===== src/rtl/twdi_pkg.sv =====
// Shared constants, types and codes for the trie word document index.
// Used by the channel interfaces, the controller, the datapath and the top level.
package twdi_pkg;

  localparam int NODES       = 4096;
  localparam int SENTENCES   = 64;
  localparam int ALPHABET    = 26;

  localparam int NODE_W      = $clog2(NODES);
  localparam int CHILD_DEPTH = NODES * ALPHABET;
  localparam int SLOT_W      = $clog2(CHILD_DEPTH);

  localparam int LETTER_W    = 5;
  localparam int SID_W       = 6;
  localparam int CNT_W       = 7;
  localparam int BITMAP_W    = 64;
  localparam int APB_AW      = 3;
  localparam int APB_DW      = 32;

  localparam logic [CNT_W-1:0] SCOUNT_RESET = CNT_W'(64);

  // Selector codes of the func field.
  localparam logic FUNC_INSERT = 1'b0;
  localparam logic FUNC_LOOKUP = 1'b1;

  // Register index, taken from the word address bit of paddr.
  localparam logic REG_SENTENCE_COUNT = 1'b0;

  typedef enum logic [1:0] {
    ST_CLEAR,
    ST_IDLE,
    ST_WALK,
    ST_FINISH
  } twdi_state_t;

  typedef struct packed {
    logic clear;
    logic accept;
    logic walk;
    logic finish;
  } twdi_cmd_t;

  typedef struct packed {
    logic clear_done;
    logic last;
    logic out_free;
  } twdi_status_t;

endpackage


===== src/rtl/twdi_ctrl.sv =====
// Controller of the trie word document index: clearing pass, letter walk, word finish.
// Depends on twdi_pkg for the state, command and status types.
module twdi_ctrl (
  input  logic                  clk,
  input  logic                  rst,
  input  logic                  in_valid,
  output logic                  in_ready,
  input  twdi_pkg::twdi_status_t stat,
  output twdi_pkg::twdi_cmd_t    cmd
);
  import twdi_pkg::*;

  twdi_state_t state;
  twdi_state_t state_next;

  always_ff @(posedge clk) begin
    if (rst) begin
      state <= ST_CLEAR;
    end else begin
      state <= state_next;
    end
  end

  always_comb begin
    state_next = state;
    cmd        = '0;
    in_ready   = 1'b0;
    case (state)
      ST_CLEAR: begin
        cmd.clear = 1'b1;
        if (stat.clear_done) begin
          state_next = ST_IDLE;
        end
      end
      ST_IDLE: begin
        in_ready = 1'b1;
        if (in_valid) begin
          cmd.accept = 1'b1;
          state_next = ST_WALK;
        end
      end
      ST_WALK: begin
        cmd.walk   = 1'b1;
        state_next = stat.last ? ST_FINISH : ST_IDLE;
      end
      ST_FINISH: begin
        if (stat.out_free) begin
          cmd.finish = 1'b1;
          state_next = ST_IDLE;
        end
      end
      default: begin
        state_next = ST_CLEAR;
      end
    endcase
  end

  // A walk step always follows the transfer of its letter.
  a_walk_after_accept: assert property (@(posedge clk) disable iff (rst)
    state == ST_WALK |-> $past(cmd.accept))
    else $error("walk step without an accepted letter");

  // A finished word waits while the result register is still occupied.
  a_finish_holds: assert property (@(posedge clk) disable iff (rst)
    (state == ST_FINISH && !stat.out_free) |=> state == ST_FINISH)
    else $error("word finish left before the result register was free");

  // A letter that does not end its word returns straight to taking input.
  a_mid_word_returns: assert property (@(posedge clk) disable iff (rst)
    (state == ST_WALK && !stat.last) |=> state == ST_IDLE)
    else $error("mid-word letter did not return to idle");

endmodule


===== config.mk =====
export PLATFORM = sky130hd
export DESIGN_NAME = twdi_ctrl
export DESIGN_NICKNAME = d
export VERILOG_FILES = /design/src/rtl/twdi_pkg.sv /design/src/rtl/twdi_ctrl.sv
export SDC_FILE = /design/constraint.sdc
export NUM_CORES = 1
export LEC_CHECK = 0
export ABC_AREA = 1
export BUFFER_PORTS_ARGS = -buffer_cell sky130_fd_sc_hd__buf_2
export CORE_AREA = 5 5 42 44
export CTS_CLUSTER_DIAMETER = 50
export DETAILED_ROUTE_END_ITERATION = 16
export DIE_AREA = 0 0 47 49
export GPL_ROUTABILITY_DRIVEN = 0
export MAX_ROUTING_LAYER = met4
export PLACE_DENSITY = 0.38
export SETUP_SLACK_MARGIN = 0.3
export SLEW_MARGIN = 20
export SYNTH_ARGS = -nofsm -noshare
export SYNTH_HDL_FRONTEND = slang
export SYNTH_SLANG_ARGS = --single-unit

===== constraint.sdc =====
create_clock -name clk -period 1.5 [get_ports clk]
set_clock_uncertainty 0.15 [all_clocks]
set_input_delay 0.3 -clock clk [delete_from_list [all_inputs] [get_ports clk]]
set_output_delay 0.3 -clock clk [all_outputs]
set_load 0.005 [all_outputs]

==> key figures, run 1 <==
STA
  • Final worst path period share: between 90% and 100%
  • Fmax: roughly 0.7 GHz
  • Rel. slew slack: 92.56%
  • Slew Limit Fails: 0
  • Total negative slack: 0 ps
  • Setup Viol. Count Final: 0
  • Worst-Margin Slew: 111.3 ps
  • RSZ-0062 raised after global routing: true
  • Final hold violation count: 0
  • Period minus WS final: roughly 1400 ps

Logic synthesis
  • Sequential share of the synthesized area: 19.28%
  • Synth Instances: 33
  • Yosys cell types: 7
  • Synth Register Bits: 2
  • Synthesized area: roughly 210 sq um
  • Syn nets: between 40 and 50
  • Ys Warns: 0
  • Syn Area/Cell: between 6 and 7 sq um

Worst setup path
  • Crit path required time: ~1100 ps
  • Crit start category: register
  • Max FO, Critical Path: 4
  • Worst EP arrival: between 900 and 1000 ps
  • Crit Path Class: register to primary output
  • Crit path capture type: primary output

Pwr
  • Switching part of the total: 40.48%
  • Cell Pwr Density: 1471 nW/um^2
  • Clock power share: 22.9%
  • Pint: 0.3176 mW
  • Seq pwr share: 22.3%
  • Leak: between 0.2 and 0.25 nW
  • Peak VDD IR: 0.4012 mV
  • Logic pwr share: between 50% and 60%
  • Sw Pwr: 0.2160 mW

Die
  • Initial Util: around 15%
  • Row count: 14
  • Core region area: 1401 sq um
  • DIE HEIGHT: roughly 49 microns
  • I/O pins: 11
  • Die Wd: approximately 47 microns
  • Die area: around 2300 sq um

CTS
  • H-tree depth: 1
  • CTS Hold Bufs: 0
  • Worst skew pair latency: approximately 230 ps
  • Clock sinks: 2
  • CTS tree: yes
  • Clock buffer count from CTS: 3
  • Max Buffers Root-to-Sink: 2
  • Clock Pin Slew Worst Setup and Hold Paths: 40 ps
  • Root Driver: clkbuf_4

Layout
  • Synth-to-layout area growth: 74.70%
  • Largest register FFs: 2
  • ANT cells: 0
  • Regs by FF count: state x2
  • Fin nets: 61
  • Most frequent cells in the layout: buf_2, inv_1, nand2_1
  • Biggest register: state
  • Layout cells sized above 1: 56.25%
  • Most common cell after layout, fill and taps aside: buf_2
  • Core Util, Final: between 20 and 30%

Routing
  • Antenna-violating nets left: 0
  • DR WL met3: 62 microns
  • Met2 Routed Length: 215 microns
  • Vias: ~230
  • Highest Signal Layer: met3
  • DR WL/cell: a little over 8 microns
  • Initial drt markers: 3
  • Met1 wire length: 252 microns
  • First drt pass iteration count: 2
  • Post-route DRC: 0
  • Via density: around 3.5
  • Drt total wl: 529 microns

Place
  • DP HPWL: around 360 microns
  • Port-buffer cells: 10

Global route
  • Number of global-route vias before repair: slightly above 200
  • First-pass GRT wire length: around 830 microns
  • Initial antenna violation count: 0
  • Largest net degree at the start of global routing: 5
  • GRT Total Usage: between 5 and 6%
  • Grt ovf: 0

Run status
  • Outcome: completed

Flow run
  • Max cap viols: 0

Hold path
  • Hold WC Path Type: input port to register
kinds of logic after synthesis:
logic type,Yosys count,share of synthesized area [%]
adders and majority gates,5,30.12
AOI/OAI and AO/OA,1,2.407
buffers and inverters,10,18.07
DFF,2,19.28
and+or+nand+nor,15,30.12
through the flow:
| stage | hold WS [ps] | instance area [sq um] | std cells | total power [mW] | worst slack [ps] |
|---|---|---|---|---|---|
| after floorplan | 297.9 | 209.0 | 33 | 0.2433 | 303.3 |
| after global placement | 398.1 | 279.0 | 59 | 0.3198 | 178.0 |
| after detailed placement | 397.2 | 279.0 | 59 | 0.3175 | 186.0 |
| after CTS | 157.4 | 350.3 | 63 | 0.5164 | 72.09 |
| after global routing | 191.1 | 362.8 | 64 | 0.5998 | 27.24 |
| final | 163.6 | 362.8 | 64 | 0.5337 | 77.82 |
critical path, cell delays in order (launching register included):
cell,delay [ps]
dfxtp_4,360
ha_2,190
nand2_1,60
inv_1,30
buf_2,110
path summary, 6_finish.rpt:
| kind | startpoint | to | slack, ps | depth (start not counted) |
|---|---|---|---|---|
| worst max-delay path | state[0] | cmd[0] | 80 | 4 |
| worst min-delay path | rst | state[0] | 160 | 4 |
| worst max register to register | state[1] | state[0] | 310 | 7 |
| worst min register to register | state[0] | state[0] | 450 | 4 |
cell type report:
cell class | count | area, sq um
Clock buffer | 3 | 22.52
Timing Repair Buffer | 12 | 65.06
Fill cell | 175 | 1039
Multi-Input combinational cell | 21 | 165.2
Sequential cell | 2 | 47.55
Inverter | 10 | 42.54
Tap cell | 16 | 20.02
power by group through the flow:
stage                     combinational, mW  sequential [mW]  clock, mW
after global placement                0.224           0.0961          0
after floorplan                       0.154           0.0897          0
after CTS                             0.274            0.117      0.126
final                                 0.292            0.119      0.122
after global routing                  0.343            0.123      0.134
after detailed placement              0.221           0.0961          0
what timing repair did:
action,CTS,global route
gates resized for setup,14,2
pin swaps,4,1
endpoints found under the setup margin,7,7
buffers inserted,1,1
synthesized netlist by cell type:
cell	number	area, sq um
inv_1	10	37.54
ha_1	5	62.56
nor2_1	5	18.77
nand2_1	9	33.78
dfxtp_1	2	40.04
nand3_2	1	10.01
a21oi_1	1	5.000
metal layers:
metal,track usage (%),vias up
li1,-,126
met1,6.550,90
met2,6.561,9
met3,3.321,0
met4,2.765,0
met5,-,-
No activity file was read; power rests on OpenSTA's default activity.
==> run 2: changes to the inputs <==
SETUP_SLACK_MARGIN = 0.1   (was 0.3)
==> run 2 against run 1 <==
Fmax about the same; die area is the same; power hardly changed; clock power decreased by 6%; sequential power about the same; hold slack gained 0.78 ps; critical path type unchanged; critical endpoint is now cmd[1].
==> key figures, run 2 (same netlist as run 1, synthesis figures left out) <==
Run status
  • Outcome: completed (unchanged)

Pwr
  • Sw Pwr: 0.2142 mW (was 0.2160 mW)
  • Seq pwr share: 22.7% (was 22.3%)
  • Peak VDD IR: 0.6012 mV (was 0.4012 mV)
  • Overall power: 0.5332 mW (was 0.5337 mW)
  • Pint: 0.3191 mW (was 0.3176 mW)
  • Cell Pwr Density: 1435 nW/um^2 (was 1471 nW/um^2)
  • Leak: 0.2086 nW (was 0.2094 nW)
  • Logic pwr share: 55.7% (was 54.7%)
  • Switching part of the total: 40.16% (was 40.48%)
  • Clock power share: 21.6% (was 22.9%)

Die
  • Die area: 2303 sq um (unchanged)
  • Row count: 14 (unchanged)
  • DIE HEIGHT: 49 microns (unchanged)
  • Die Wd: 47 microns (unchanged)
  • Core region area: 1401 sq um (unchanged)
  • I/O pins: 11 (unchanged)
  • Initial Util: 14.82% (unchanged)

Routing
  • Antenna-violating nets left: 0 (unchanged)
  • Via density: 3.556 (was 3.516)
  • Drt total wl: 485 microns (was 529 microns)
  • First drt pass iteration count: 1 (was 2)
  • Vias: 224 (was 225)
  • Initial drt markers: 0 (was 3)
  • DR WL/cell: 7.698 microns (was 8.266 microns)
  • Post-route DRC: 0 (unchanged)

Layout
  • Largest register FFs: 2 (unchanged)
  • Layout cells sized above 1: 53.19% (was 56.25%)
  • Final instance area: 371.6 sq um (was 362.8 sq um)
  • Synth-to-layout area growth: 78.92% (was 74.70%)
  • Regs by FF count: state x2 (unchanged)
  • Biggest register: state (unchanged)
  • Most frequent cells in the layout: buf_2, nand2_1, inv_1 (was buf_2, inv_1, nand2_1)
  • Fin nets: 60 (was 61)
  • Core Util, Final: 26.52% (was 25.89%)
  • ANT cells: 0 (unchanged)
  • Most common cell after layout, fill and taps aside: buf_2 (unchanged)

Global route
  • Largest net degree at the start of global routing: 5 (unchanged)
  • Grt ovf: 0 (unchanged)
  • First-pass GRT wire length: 814 microns (was 834 microns)
  • GRT Total Usage: 5.119% (was 5.331%)
  • Initial antenna violation count: 0 (unchanged)
  • Number of global-route vias before repair: 205 (was 206)

Worst setup path
  • R2R Setup Slk: 270 ps (was 310 ps)
  • Max incr delay on CP: 350 ps (was 360 ps)
  • CP max stage cell: dfxtp_4 (unchanged)
  • Worst Setup SP: state[1] (was state[0])
  • CP bufs+invs: 2 (unchanged)
  • CP top delay family: flip-flops (unchanged)
  • Worst EP arrival: 970 ps (about the same)
  • Crit start category: register (unchanged)
  • Crit Path Class: register to primary output (unchanged)
  • Cell Chain, Critical Path: buf_4 > ha_4 > buf_2 (was ha_2 > nand2_1 > inv_1 > buf_2)
  • Crit Reg-Reg Startpoint: state[0] (was state[1])
  • Worst reg-to-reg path cell count: 6 (was 7)
  • CP endpoint: cmd[1] (was cmd[0])
  • Crit path required time: 1050 ps (about the same)
  • Reg2reg end: state[1] (was state[0])
  • Max FO, Critical Path: 3 (was 4)
  • Crit path capture type: primary output (unchanged)
  • WP depth: 3 (was 4)

Hold path
  • Hold WC Path Type: input port to register (unchanged)
  • Worst Hold Launch: rst (unchanged)
  • Hold Path Depth: 4 (unchanged)

STA
  • Rel. slew slack: 92.91% (was 92.56%)
  • Setup Viol. Count Final: 0 (unchanged)
  • Worst-Margin Slew: 106.3 ps (was 111.3 ps)
  • Fmax: 0.7028 GHz (was 0.7031 GHz)
  • Final worst slack: 77.11 ps (was 77.82 ps)
  • Final hold violation count: 0 (unchanged)
  • Final worst path period share: 94.86% (was 94.81%)
  • Period minus WS final: 1423 ps (was 1422 ps)
  • Total negative slack: 0 ps (unchanged)
  • Slew Limit Fails: 0 (unchanged)
  • RSZ-0062 raised after global routing: true (unchanged)

CTS
  • Root Driver: clkbuf_4 (unchanged)
  • Worst skew pair latency: 220 ps (was 230 ps)
  • Clock buffer count from CTS: 3 (unchanged)
  • CTS tree: yes (unchanged)
  • Max Buffers Root-to-Sink: 2 (unchanged)
  • Clock Pin Slew Worst Setup and Hold Paths: 30 ps (was 40 ps)
  • Clock sinks: 2 (unchanged)
  • CTS Hold Bufs: 0 (unchanged)
  • H-tree depth: 1 (unchanged)

Place
  • DP Worst Slack: 193.5 ps (was 186.0 ps)
  • Port-buffer cells: 10 (unchanged)
  • Cell Area, Placed: 277.8 sq um (was 279.0 sq um)

Flow run
  • Max cap viols: 0 (unchanged)
## run 2: cell count changes in the layout (fill, tap and decap cells not counted)
cell     change
buf_2        -1
buf_4        -1
buf_6        +1
ha_2         -2
ha_4         +2
nand2_1      +1
nand2_2      -1
nand3_2      +1
nand3_4      -1
## run 2: routing by layer
| metal | up-vias | GRT usage, % | share of wire (%) |
|---|---|---|---|
| met3 | 0 | 3.321 | 11 |
| met2 | 9 | 5.430 | 36 |
| met4 | 0 | 2.765 | 0 |
| li1 | 124 | - | - |
| met1 | 91 | 7.002 | 53 |
| met5 | - | - | 0 |
## run 2: how the worst min path moves through the flow
stage / endpoint / slack (ps)
6_report: state[0] / 160
5_1_grt: state[1] / 180
4_1_cts: state[0] / 160
3_5_place_dp: state[1] / 400
3_3_place_gp: state[0] / 400
2_1_floorplan: state[0] / 310
## run 2: cell type report
type,count,area [sq um]
fill,166,1030
tap,16,20.02
inverter,10,42.54
multi-input combinational,21,175.2
clock buffer,3,22.52
timing repair buffer,11,63.81
sequential,2,47.55
## run 2: stage by stage
step                hold WS (ps)  cells
global placement           402.6     59
global route               185.0     63
detailed placement         404.1     59
finish                     164.4     63
floorplan                  305.3     33
CTS                        158.9     63
## run 2: power groups by stage
| stage | combinational (mW) | clock [mW] | sequential, mW |
|---|---|---|---|
| after floorplan | 0.153 | 0 | 0.0876 |
| after global placement | 0.224 | 0 | 0.0947 |
| after detailed placement | 0.217 | 0 | 0.0941 |
| after CTS | 0.264 | 0.122 | 0.115 |
| after global routing | 0.348 | 0.134 | 0.124 |
| final | 0.297 | 0.115 | 0.121 |
## run 2: tightest hold or removal path, stage by stage
cell,delay (ps)
buf_2,70
inv_1,40
nand2_1,50
nor2_1,30
## run 2: timing repair
action                                  CTS  global route
endpoints found under the setup margin    5             5
resized for setup                        14             4
buffers inserted                          1             0
pin swaps                                 1             1
